`src/ece_pkg.sv`:
```
package ece_pkg;

  localparam int FRAC_BITS = 16;
  localparam int TW        = FRAC_BITS + 1;
  localparam int OW        = FRAC_BITS + 2;
  localparam int CODE_W    = 5;
  localparam int TDW_IN    = ((TW + 7) / 8) * 8;
  localparam int TDW_OUT   = ((OW + 7) / 8) * 8;
  localparam int QW        = 24;
  localparam int NSTAGE    = 11;

  typedef logic signed [QW-1:0] q_t;

  localparam longint ONE_L  = longint'(1) <<< FRAC_BITS;
  localparam q_t     ONE    = q_t'(ONE_L);
  localparam q_t     HALF   = q_t'(ONE_L / 2);

  // rounds a 32-fraction-bit constant to the working fraction width
  function automatic longint qk(input longint q32);
    return (q32 + (longint'(1) <<< (31 - FRAC_BITS))) >>> (32 - FRAC_BITS);
  endfunction

  localparam q_t S_BACK  = q_t'(qk(64'sd7308230452));
  localparam q_t S_BACK2 = q_t'(qk(64'sd11145051439));

  // 2^-g polynomial
  localparam q_t EK0 = q_t'(qk(64'sd5726720));
  localparam q_t EK1 = q_t'(qk(64'sd41309550));
  localparam q_t EK2 = q_t'(qk(64'sd238388332));
  localparam q_t EK3 = q_t'(qk(64'sd1031764991));
  localparam q_t EK4 = q_t'(qk(64'sd2977044472));

  // sin(pi/2 * y) polynomial in y^2
  localparam q_t SK0 = q_t'(qk(64'sd20107981));
  localparam q_t SK1 = q_t'(qk(64'sd342277223));
  localparam q_t SK2 = q_t'(qk(64'sd2774394673));
  localparam q_t SK3 = q_t'(qk(64'sd6746518852));

  typedef enum logic [CODE_W-1:0] {
    C_LINEAR       = 5'd0,
    C_QUAD_IN      = 5'd1,
    C_QUAD_OUT     = 5'd2,
    C_QUAD_INOUT   = 5'd3,
    C_QUAD_OUTIN   = 5'd4,
    C_QUART_INOUT  = 5'd5,
    C_QUART_OUTIN  = 5'd6,
    C_CUBIC_INOUT  = 5'd7,
    C_CUBIC_OUTIN  = 5'd8,
    C_BOUNCE_IN    = 5'd9,
    C_BOUNCE_OUT   = 5'd10,
    C_ELASTIC_IN   = 5'd11,
    C_ELASTIC_OUT  = 5'd12,
    C_BACK_IN      = 5'd13,
    C_BACK_OUT     = 5'd14,
    C_BACK_INOUT   = 5'd15,
    C_BACK_OUTIN   = 5'd16
  } curve_t;

  // fixed-point multiply, rounded half away from zero
  function automatic q_t qmul(input q_t a, input q_t b);
    logic [QW-1:0]   ma;
    logic [QW-1:0]   mb;
    logic [2*QW-1:0] p;
    logic [2*QW-1:0] r;
    ma = a[QW-1] ? QW'(-a) : QW'(a);
    mb = b[QW-1] ? QW'(-b) : QW'(b);
    p  = ma * mb;
    r  = (p + ((2*QW)'(1) << (FRAC_BITS - 1))) >> FRAC_BITS;
    return (a[QW-1] ^ b[QW-1]) ? -q_t'(r[QW-1:0]) : q_t'(r[QW-1:0]);
  endfunction

  // right shift rounded half away from zero
  function automatic q_t rshn(input q_t a, input logic [3:0] n);
    logic [QW-1:0] m;
    logic [QW-1:0] r;
    m = a[QW-1] ? QW'(-a) : QW'(a);
    r = (m + ((QW'(1) << n) >> 1)) >> n;
    return a[QW-1] ? -q_t'(r) : q_t'(r);
  endfunction

endpackage

```
`src/ece_poly.sv`:
```
module ece_poly (
  input  logic                        clk,
  input  logic [ece_pkg::NSTAGE-1:0]  en,
  input  logic [ece_pkg::CODE_W-1:0]  code,
  input  logic [ece_pkg::TW-1:0]      t,
  output ece_pkg::q_t                 value
);

  localparam int F  = ece_pkg::FRAC_BITS;
  localparam int TW = ece_pkg::TW;
  localparam int SW = F + 2;
  localparam longint ONE_L = ece_pkg::ONE_L;

  localparam ece_pkg::q_t B_ADD1 = ece_pkg::q_t'((3 * ONE_L) / 4);
  localparam ece_pkg::q_t B_ADD2 = ece_pkg::q_t'((15 * ONE_L) / 16);
  localparam ece_pkg::q_t B_ADD3 = ece_pkg::q_t'((63 * ONE_L) / 64);

  typedef enum logic [2:0] {
    U_IN_QUAD, U_OUT_QUAD, U_IN_QUART, U_OUT_QUART,
    U_IN_CUBIC, U_OUT_CUBIC, U_IN_BACK, U_OUT_BACK
  } unit_t;

  // stage 1 prep
  unit_t       kind_c;
  logic        two_c;
  logic        hi_c;
  logic        is_in;
  ece_pkg::q_t s_c;
  ece_pkg::q_t tq;
  ece_pkg::q_t x_c;
  ece_pkg::q_t u_c;
  ece_pkg::q_t xb_c;
  ece_pkg::q_t w_c;
  ece_pkg::q_t bd_c;
  ece_pkg::q_t badd_c;

  unit_t       kind1, kind2, kind3;
  logic        two1, two2, two3;
  logic        hi1, hi2, hi3;
  ece_pkg::q_t a1, b1, z1, sp1, d1;
  logic [ece_pkg::CODE_W-1:0] code1, code2, code3;
  logic [TW-1:0] t1, t2, t3;
  logic [SW-1:0] bm1;
  ece_pkg::q_t   badd1, badd2;
  logic          bfull1, bfull2;
  logic          binv1, binv2;

  ece_pkg::q_t   p2, q2, z2, d2;
  logic [2*SW-1:0] bsq;
  logic [TW-1:0] bterm2;

  ece_pkg::q_t   c3;
  ece_pkg::q_t   r3;
  ece_pkg::q_t   bo_c;
  ece_pkg::q_t   bv3;

  ece_pkg::q_t   res_c;
  ece_pkg::q_t   pv_c;
  ece_pkg::q_t   v4_next;
  ece_pkg::q_t   vd [4:9];

  always_comb begin
    tq    = ece_pkg::q_t'(t);
    hi_c  = tq >= ece_pkg::HALF;
    kind_c = U_IN_QUAD;
    two_c  = 1'b0;
    s_c    = '0;
    case (code)
      ece_pkg::C_QUAD_IN:     kind_c = U_IN_QUAD;
      ece_pkg::C_QUAD_OUT:    kind_c = U_OUT_QUAD;
      ece_pkg::C_QUAD_INOUT: begin
        two_c = 1'b1; kind_c = hi_c ? U_OUT_QUAD : U_IN_QUAD;
      end
      ece_pkg::C_QUAD_OUTIN: begin
        two_c = 1'b1; kind_c = hi_c ? U_IN_QUAD : U_OUT_QUAD;
      end
      ece_pkg::C_QUART_INOUT: begin
        two_c = 1'b1; kind_c = hi_c ? U_OUT_QUART : U_IN_QUART;
      end
      ece_pkg::C_QUART_OUTIN: begin
        two_c = 1'b1; kind_c = hi_c ? U_IN_QUART : U_OUT_QUART;
      end
      ece_pkg::C_CUBIC_INOUT: begin
        two_c = 1'b1; kind_c = hi_c ? U_OUT_CUBIC : U_IN_CUBIC;
      end
      ece_pkg::C_CUBIC_OUTIN: begin
        two_c = 1'b1; kind_c = hi_c ? U_IN_CUBIC : U_OUT_CUBIC;
      end
      ece_pkg::C_BACK_IN: begin
        kind_c = U_IN_BACK; s_c = ece_pkg::S_BACK;
      end
      ece_pkg::C_BACK_OUT: begin
        kind_c = U_OUT_BACK; s_c = ece_pkg::S_BACK;
      end
      ece_pkg::C_BACK_INOUT: begin
        two_c = 1'b1; s_c = ece_pkg::S_BACK2;
        kind_c = hi_c ? U_OUT_BACK : U_IN_BACK;
      end
      ece_pkg::C_BACK_OUTIN: begin
        two_c = 1'b1; s_c = ece_pkg::S_BACK;
        kind_c = hi_c ? U_IN_BACK : U_OUT_BACK;
      end
      default: kind_c = U_IN_QUAD;
    endcase

    // two-piece curves run on 2t, or 2t-1 in the second half
    if (two_c) begin
      x_c = hi_c ? (tq <<< 1) - ece_pkg::ONE : (tq <<< 1);
    end else begin
      x_c = tq;
    end
    u_c   = x_c - ece_pkg::ONE;
    is_in = (kind_c == U_IN_QUAD) || (kind_c == U_IN_QUART) ||
            (kind_c == U_IN_CUBIC) || (kind_c == U_IN_BACK);

    // bounce out: 7.5625*(x-c)^2 as (11x - 11c)^2 / 16
    xb_c = (code == ece_pkg::C_BOUNCE_IN) ? ece_pkg::ONE - tq : tq;
    w_c  = ece_pkg::q_t'(xb_c * 11);
    if (w_c < ece_pkg::q_t'(4 * ONE_L)) begin
      bd_c = w_c; badd_c = '0;
    end else if (w_c < ece_pkg::q_t'(8 * ONE_L)) begin
      bd_c = w_c - ece_pkg::q_t'(6 * ONE_L); badd_c = B_ADD1;
    end else if (w_c < ece_pkg::q_t'(10 * ONE_L)) begin
      bd_c = w_c - ece_pkg::q_t'(9 * ONE_L); badd_c = B_ADD2;
    end else begin
      bd_c = w_c - ece_pkg::q_t'((21 * ONE_L) / 2); badd_c = B_ADD3;
    end
  end

  always_ff @(posedge clk) begin
    if (en[1]) begin
      kind1  <= kind_c;
      two1   <= two_c;
      hi1    <= hi_c;
      a1     <= (is_in || kind_c == U_OUT_QUAD) ? x_c : u_c;
      b1     <= is_in ? x_c :
                (kind_c == U_OUT_QUAD) ? (ece_pkg::q_t'(2 * ONE_L) - x_c) : u_c;
      z1     <= is_in ? x_c : u_c;
      sp1    <= s_c + ece_pkg::ONE;
      d1     <= is_in ? -s_c : s_c;
      code1  <= code;
      t1     <= t;
      bm1    <= bd_c[ece_pkg::QW-1] ? SW'(-bd_c) : SW'(bd_c);
      badd1  <= badd_c;
      bfull1 <= xb_c >= ece_pkg::ONE;
      binv1  <= code == ece_pkg::C_BOUNCE_IN;
    end
  end

  assign bsq = (2*SW)'(bm1) * (2*SW)'(bm1);

  always_ff @(posedge clk) begin
    if (en[2]) begin
      p2     <= ece_pkg::qmul(a1, b1);
      q2     <= ece_pkg::qmul(sp1, z1);
      z2     <= z1;
      d2     <= d1;
      kind2  <= kind1;
      two2   <= two1;
      hi2    <= hi1;
      code2  <= code1;
      t2     <= t1;
      bterm2 <= TW'((bsq + ((2*SW)'(1) << (F + 3))) >> (F + 4));
      badd2  <= badd1;
      bfull2 <= bfull1;
      binv2  <= binv1;
    end
  end

  always_comb begin
    case (kind2)
      U_IN_QUART, U_OUT_QUART: c3 = p2;
      U_IN_CUBIC, U_OUT_CUBIC: c3 = z2;
      U_IN_BACK, U_OUT_BACK:   c3 = q2 + d2;
      default:                 c3 = ece_pkg::ONE;
    endcase
    bo_c = bfull2 ? ece_pkg::ONE : ece_pkg::q_t'(bterm2) + badd2;
  end

  always_ff @(posedge clk) begin
    if (en[3]) begin
      r3    <= ece_pkg::qmul(p2, c3);
      kind3 <= kind2;
      two3  <= two2;
      hi3   <= hi2;
      code3 <= code2;
      t3    <= t2;
      bv3   <= binv2 ? ece_pkg::ONE - bo_c : bo_c;
    end
  end

  always_comb begin
    case (kind3)
      U_OUT_QUART:             res_c = ece_pkg::ONE - r3;
      U_OUT_CUBIC, U_OUT_BACK: res_c = r3 + ece_pkg::ONE;
      default:                 res_c = r3;
    endcase
    if (two3) begin
      pv_c = ece_pkg::rshn(res_c, 4'd1) + (hi3 ? ece_pkg::HALF : ece_pkg::q_t'(0));
    end else begin
      pv_c = res_c;
    end
    case (code3)
      ece_pkg::C_LINEAR:                            v4_next = ece_pkg::q_t'(t3);
      ece_pkg::C_BOUNCE_IN, ece_pkg::C_BOUNCE_OUT:  v4_next = bv3;
      ece_pkg::C_QUAD_IN, ece_pkg::C_QUAD_OUT, ece_pkg::C_QUAD_INOUT,
      ece_pkg::C_QUAD_OUTIN, ece_pkg::C_QUART_INOUT, ece_pkg::C_QUART_OUTIN,
      ece_pkg::C_CUBIC_INOUT, ece_pkg::C_CUBIC_OUTIN, ece_pkg::C_BACK_IN,
      ece_pkg::C_BACK_OUT, ece_pkg::C_BACK_INOUT, ece_pkg::C_BACK_OUTIN:
        v4_next = pv_c;
      default:                                      v4_next = '0;
    endcase
  end

  // delay to line up with the elastic lane
  always_ff @(posedge clk) begin
    if (en[4]) begin
      vd[4] <= v4_next;
    end
    for (int k = 5; k <= 9; k++) begin
      if (en[k]) begin
        vd[k] <= vd[k-1];
      end
    end
  end

  assign value = vd[9];

endmodule

```
`config.mk`:
```
export PLATFORM = sky130hd
export DESIGN_NAME = ece_poly
export DESIGN_NICKNAME = d
export VERILOG_FILES = /design/src/ece_pkg.sv /design/src/ece_poly.sv
export SDC_FILE = /design/constraint.sdc
export NUM_CORES = 2
export LEC_CHECK = 0
export ABC_AREA = 1
export BUFFER_PORTS_ARGS = -buffer_cell sky130_fd_sc_hd__buf_2
export CAP_MARGIN = 0
export CORE_MARGIN = 2
export CORE_UTILIZATION = 26
export DETAILED_ROUTE_END_ITERATION = 8
export PLACE_DENSITY = 0.46
export SYNTH_ARGS = -nofsm -noshare
export SYNTH_HDL_FRONTEND = slang
export SYNTH_SLANG_ARGS = --single-unit
```
`constraint.sdc`:
```
create_clock -name clk -period 9.64 [get_ports clk]
set_input_delay 0 -clock clk [delete_from_list [all_inputs] [get_ports clk]]
set_output_delay 0 -clock clk [all_outputs]
set_load 0.005 [all_outputs]
```
==> metrics.md <==
| Metric | Value |
|---|---|
| Count of final max-slew check failures | `0` |
| Max transition margin | `0.1193` |
| Critical Path Start | `a1[1]$_DFFE_PP_` |
| Post-route ant nets | `0` |
| Async set or reset register ratio after synthesis | `0` |
| Ratio of cells with drive above 1 in the final layout | `0.1323` |
| Initial Util | `0.2615` |
| Post-synthesis net count | `12,100` |
| Critical register-to-register path startpoint | `a1[1]$_DFFE_PP_` |
| Kind of launch point of the worst setup path | `flop` |
| DIE WIDTH | `569.6 um` |
| Insertion delay of the later-clocked pin in the worst-skew pair | `0.65 ns` |
| Instance count of the mapped netlist | `9,896` |
| Arrival time reported for the critical path endpoint | `9.65 ns` |
| Synthesized area | `0.08317 sq mm` |
| Last weighted congestion value of the routability-driven placer | `0.9230` |
| CTS clock-pin slew for the worst setup and hold paths | `0.06 ns` |
| Core box area | `0.3181 sq mm` |
| Kind of critical path | `flop to flop` |
| Worst setup path end | `p2[23]$_DFFE_PP_` |
| Vert. Die Dim | `569.6 um` |
| Clock sink count | `458` |
| Area leader, netlist | `sky130_fd_sc_hd__fa_1` |
| Tot GR Track Use | `0.1633` |
| TritonCTS clock tree | `yes` |
| Maximum capacitance violations | `0` |
| Data required, critical path | `10.05 ns` |
| Starting DRC count in detailed routing | `3,786` |
| Worst reg2reg path endpoint | `p2[23]$_DFFE_PP_` |
| Transition at the pin with the smallest max-transition slack | `1.309 ns` |
| Post-Syn Area per Cell | `8.405 sq um` |
| Worst Setup End Kind | `flop` |
| Via count of the first global-routing pass | `67,030` |
| H-Tree Depth | `2` |
| R2R setup slack | `0.41 ns` |
| Status | `finished clean` |
| Synthesis warning total | `0` |
| DRC violations left | `0` |
| Buffer depth of the longest clock path | `3` |
| Number of buffers added by the clock tree synthesis step | `51` |
| Area Overhead vs Synth | `17.14%` |
| Site row count | `207` |
| Overflow after GRT | `0` |
| Boundary pin count | `58` |
| Max Freq | `108.3 MHz` |
| Number of setup violations in the final report | `0` |
| Fin crit period | `9.233 ns` |
| Setup repair after global routing missed its margin | `yes` |
| Final Hold Viols | `0` |
| Half-perimeter wire length of the detailed placement result | `225,000 um` |
| R2r worst-path depth | `43` |
| CP peak stage delay | `0.62 ns` |
| Area of the die | `0.3244 sq mm` |
| Slowest stage cell on the critical path | `sky130_fd_sc_hd__fa_1` |
| Setup TNS Final | `0 ns` |
| Overall routed net length | `262,900 um` |
| Initial antenna violation count | `26` |
| Share of the clock period used by the worst path after layout | `0.9578` |
| Distinct cell type count of the synthesized netlist | `66` |
| Total number of vias | `63,770` |
| Wire length of the first global-routing pass | `405,100 um` |
| WL/cell | `17.82 um` |
| Final net count | `12,720` |
| Ys flop type | `sky130_fd_sc_hd__edfxtp_1` |
| Area share of the largest cell type after synthesis | `0.3452` |
| Post-route clock skew | `0.03885 ns` |
| CTS root buf | `sky130_fd_sc_hd__clkbuf_16` |
| Number of optimization iterations in the first detailed-route pass | `5` |
| Number of port buffers | `55` |
| Sequential element share of the synthesized area | `0.1654` |
| Biggest area contributors in the synthesized netlist | `sky130_fd_sc_hd__fa_1 35%, sky130_fd_sc_hd__edfxtp_1 17%, sky130_fd_sc_hd__ha_1 11%, sky130_fd_sc_hd__inv_1 11%, sky130_fd_sc_hd__nand2_1 9.5%` |
| CP max FO | `11` |
| Hold Crit Class | `primary input to flop` |
| Per-cell via count in the routed design | `4.324` |
| Total of flip-flops plus latches after synthesis | `458` |
| Maximum number of pins on one net before global-route repair | `74` |
| Number of flops mapped to enable cells by yosys | `458` |
-- cells in the mapped netlist (25+ instances only) --
cell	instances
sky130_fd_sc_hd__nor2_2	27
sky130_fd_sc_hd__nor3_1	78
sky130_fd_sc_hd__nand4_1	73
sky130_fd_sc_hd__edfxtp_1	458
sky130_fd_sc_hd__inv_1	2455
sky130_fd_sc_hd__xor2_1	227
sky130_fd_sc_hd__nand3_1	267
sky130_fd_sc_hd__clkbuf_1	210
sky130_fd_sc_hd__fa_1	1434
sky130_fd_sc_hd__or2_2	36
sky130_fd_sc_hd__xnor2_1	86
sky130_fd_sc_hd__o21ai_0	215
sky130_fd_sc_hd__o21ai_1	26
sky130_fd_sc_hd__nand2_1	2095
sky130_fd_sc_hd__buf_4	26
sky130_fd_sc_hd__nor2_1	863
sky130_fd_sc_hd__a21oi_1	235
sky130_fd_sc_hd__nand2_2	39
sky130_fd_sc_hd__nand3b_1	25
sky130_fd_sc_hd__ha_1	737
-- stage by stage --
step / cell area [sq um] / utilization / setup slack, ns / hold slack, ns / instances
after floorplan: 83170 / - / 0.6191 / 0.09887 / 9896
final: 97430 / 0.3063 / 0.4069 / 0.2338 / 14750
after detailed placement: 93470 / 0.2939 / -0.1014 / 0.2554 / 14560
after CTS: 95500 / 0.3003 / 0.02974 / 0.2552 / 14690
after global routing: 97420 / 0.3063 / -0.1152 / 0.2663 / 14740
after global placement: 93470 / 0.2939 / -0.05928 / 0.2563 / 14560
-- critical path: cells and delay by family, from the launching register on --
| kind | cells | cell delay (ns) |
|---|---|---|
| simple gates | 20 | 2.67 |
| flops | 1 | 0.40 |
| fa+ha+maj | 8 | 4.03 |
| buf+inv | 11 | 1.29 |
| compound gates | 3 | 0.46 |
| xor+xnor | 1 | 0.13 |
-- worst min-delay path by stage --
stage | startpoint | to | cells after the start
2_1_floorplan | code[0] | code1[0]$_DFFE_PP_ | 0
3_3_place_gp | code[2] | code1[2]$_DFFE_PP_ | 1
3_5_place_dp | code[2] | code1[2]$_DFFE_PP_ | 1
4_1_cts | en[3] | bv3[2]$_DFFE_PP_ | 2
5_1_grt | en[3] | bv3[2]$_DFFE_PP_ | 2
6_report | en[3] | bv3[2]$_DFFE_PP_ | 2
-- cell usage in the layout (no fill, tap or decap), drive strengths merged, types with 4 or more instances in the layout --
cell | synthesis | layout
o21a | 11 | 11
o21ai | 244 | 244
nand3b | 25 | 25
nor3b | 4 | 4
xnor2 | 86 | 86
inv | 2478 | 2483
a211oi | 7 | 7
fa | 1434 | 1434
a21o | 14 | 14
o211ai | 22 | 22
clkbuf | 210 | 59
a31oi | 23 | 23
o21bai | 14 | 14
buf | 58 | 800
clkinvlp | 0 | 8
ha | 737 | 737
a21oi | 236 | 236
dlygate4sd3 | 0 | 31
or2 | 37 | 37
diode | 0 | 13
clkinv | 22 | 39
o31ai | 14 | 14
xor2 | 227 | 227
bufinv | 0 | 6
edfxtp | 458 | 458
o2111ai | 6 | 6
o221ai | 7 | 7
nor4 | 17 | 17
nor2 | 900 | 900
nor3 | 88 | 88
a21boi | 6 | 6
nand3 | 277 | 277
a221oi | 5 | 5
nand4 | 74 | 74
nand2 | 2139 | 2139
-- state kept, by name, summed over array words and instances, names as in the netlist, 17 cells and up, named ones only --
register and cells:
t2 17, r3 24, b1 23, p2 24, vd 144, bm1 17
t1 17, q2 24, t3 17, a1 22, z2 22, bv3 24
-- repair_timing --
action / CTS / global route
setup buffers: 0 / 45
pin swaps: 0 / 135
endpoints found under the setup margin: 14 / 44
resized for setup: 6 / 394
hold buffers: 31 / 0
hold endpoints to repair: 278 / 0
cloned: 0 / 1
-- logic make-up after synthesis --
group,after synthesis,synth area share
adders and majority gates,2171,0.4560
DFF,458,0.1654
xor gates and xnor gates,313,0.03296
buffers and inverters,2768,0.1267
and+or+nand+nor,3564,0.1767
muxes,1,0.0001204
other,2,0.00009029
AOI/OAI and AO/OA,619,0.04200
-- area by class of cell --
cell class,count,area (sq um)
clock inverter,36,386.6
inverter,2500,9404
clock buffer,58,1324
fill,33980,220600
timing repair buffer,832,6770
antenna,13,32.53
tap,4180,5230
sequential,458,13750
multi-input combinational,6670,60530
-- routing by layer --
metal / vias up / wire length [um] / global-route usage
li1: 30840 / - / -
met1: 31330 / 119800 / 0.2212
met2: 1287 / 123600 / 0.2743
met3: 313 / 11020 / 0.01815
met4: 0 / 8456 / 0.04523
met5: - / 0 / 0
Power is not shown: default switching activity piles up to over one toggle a cycle in this logic, so the estimate is an artifact.
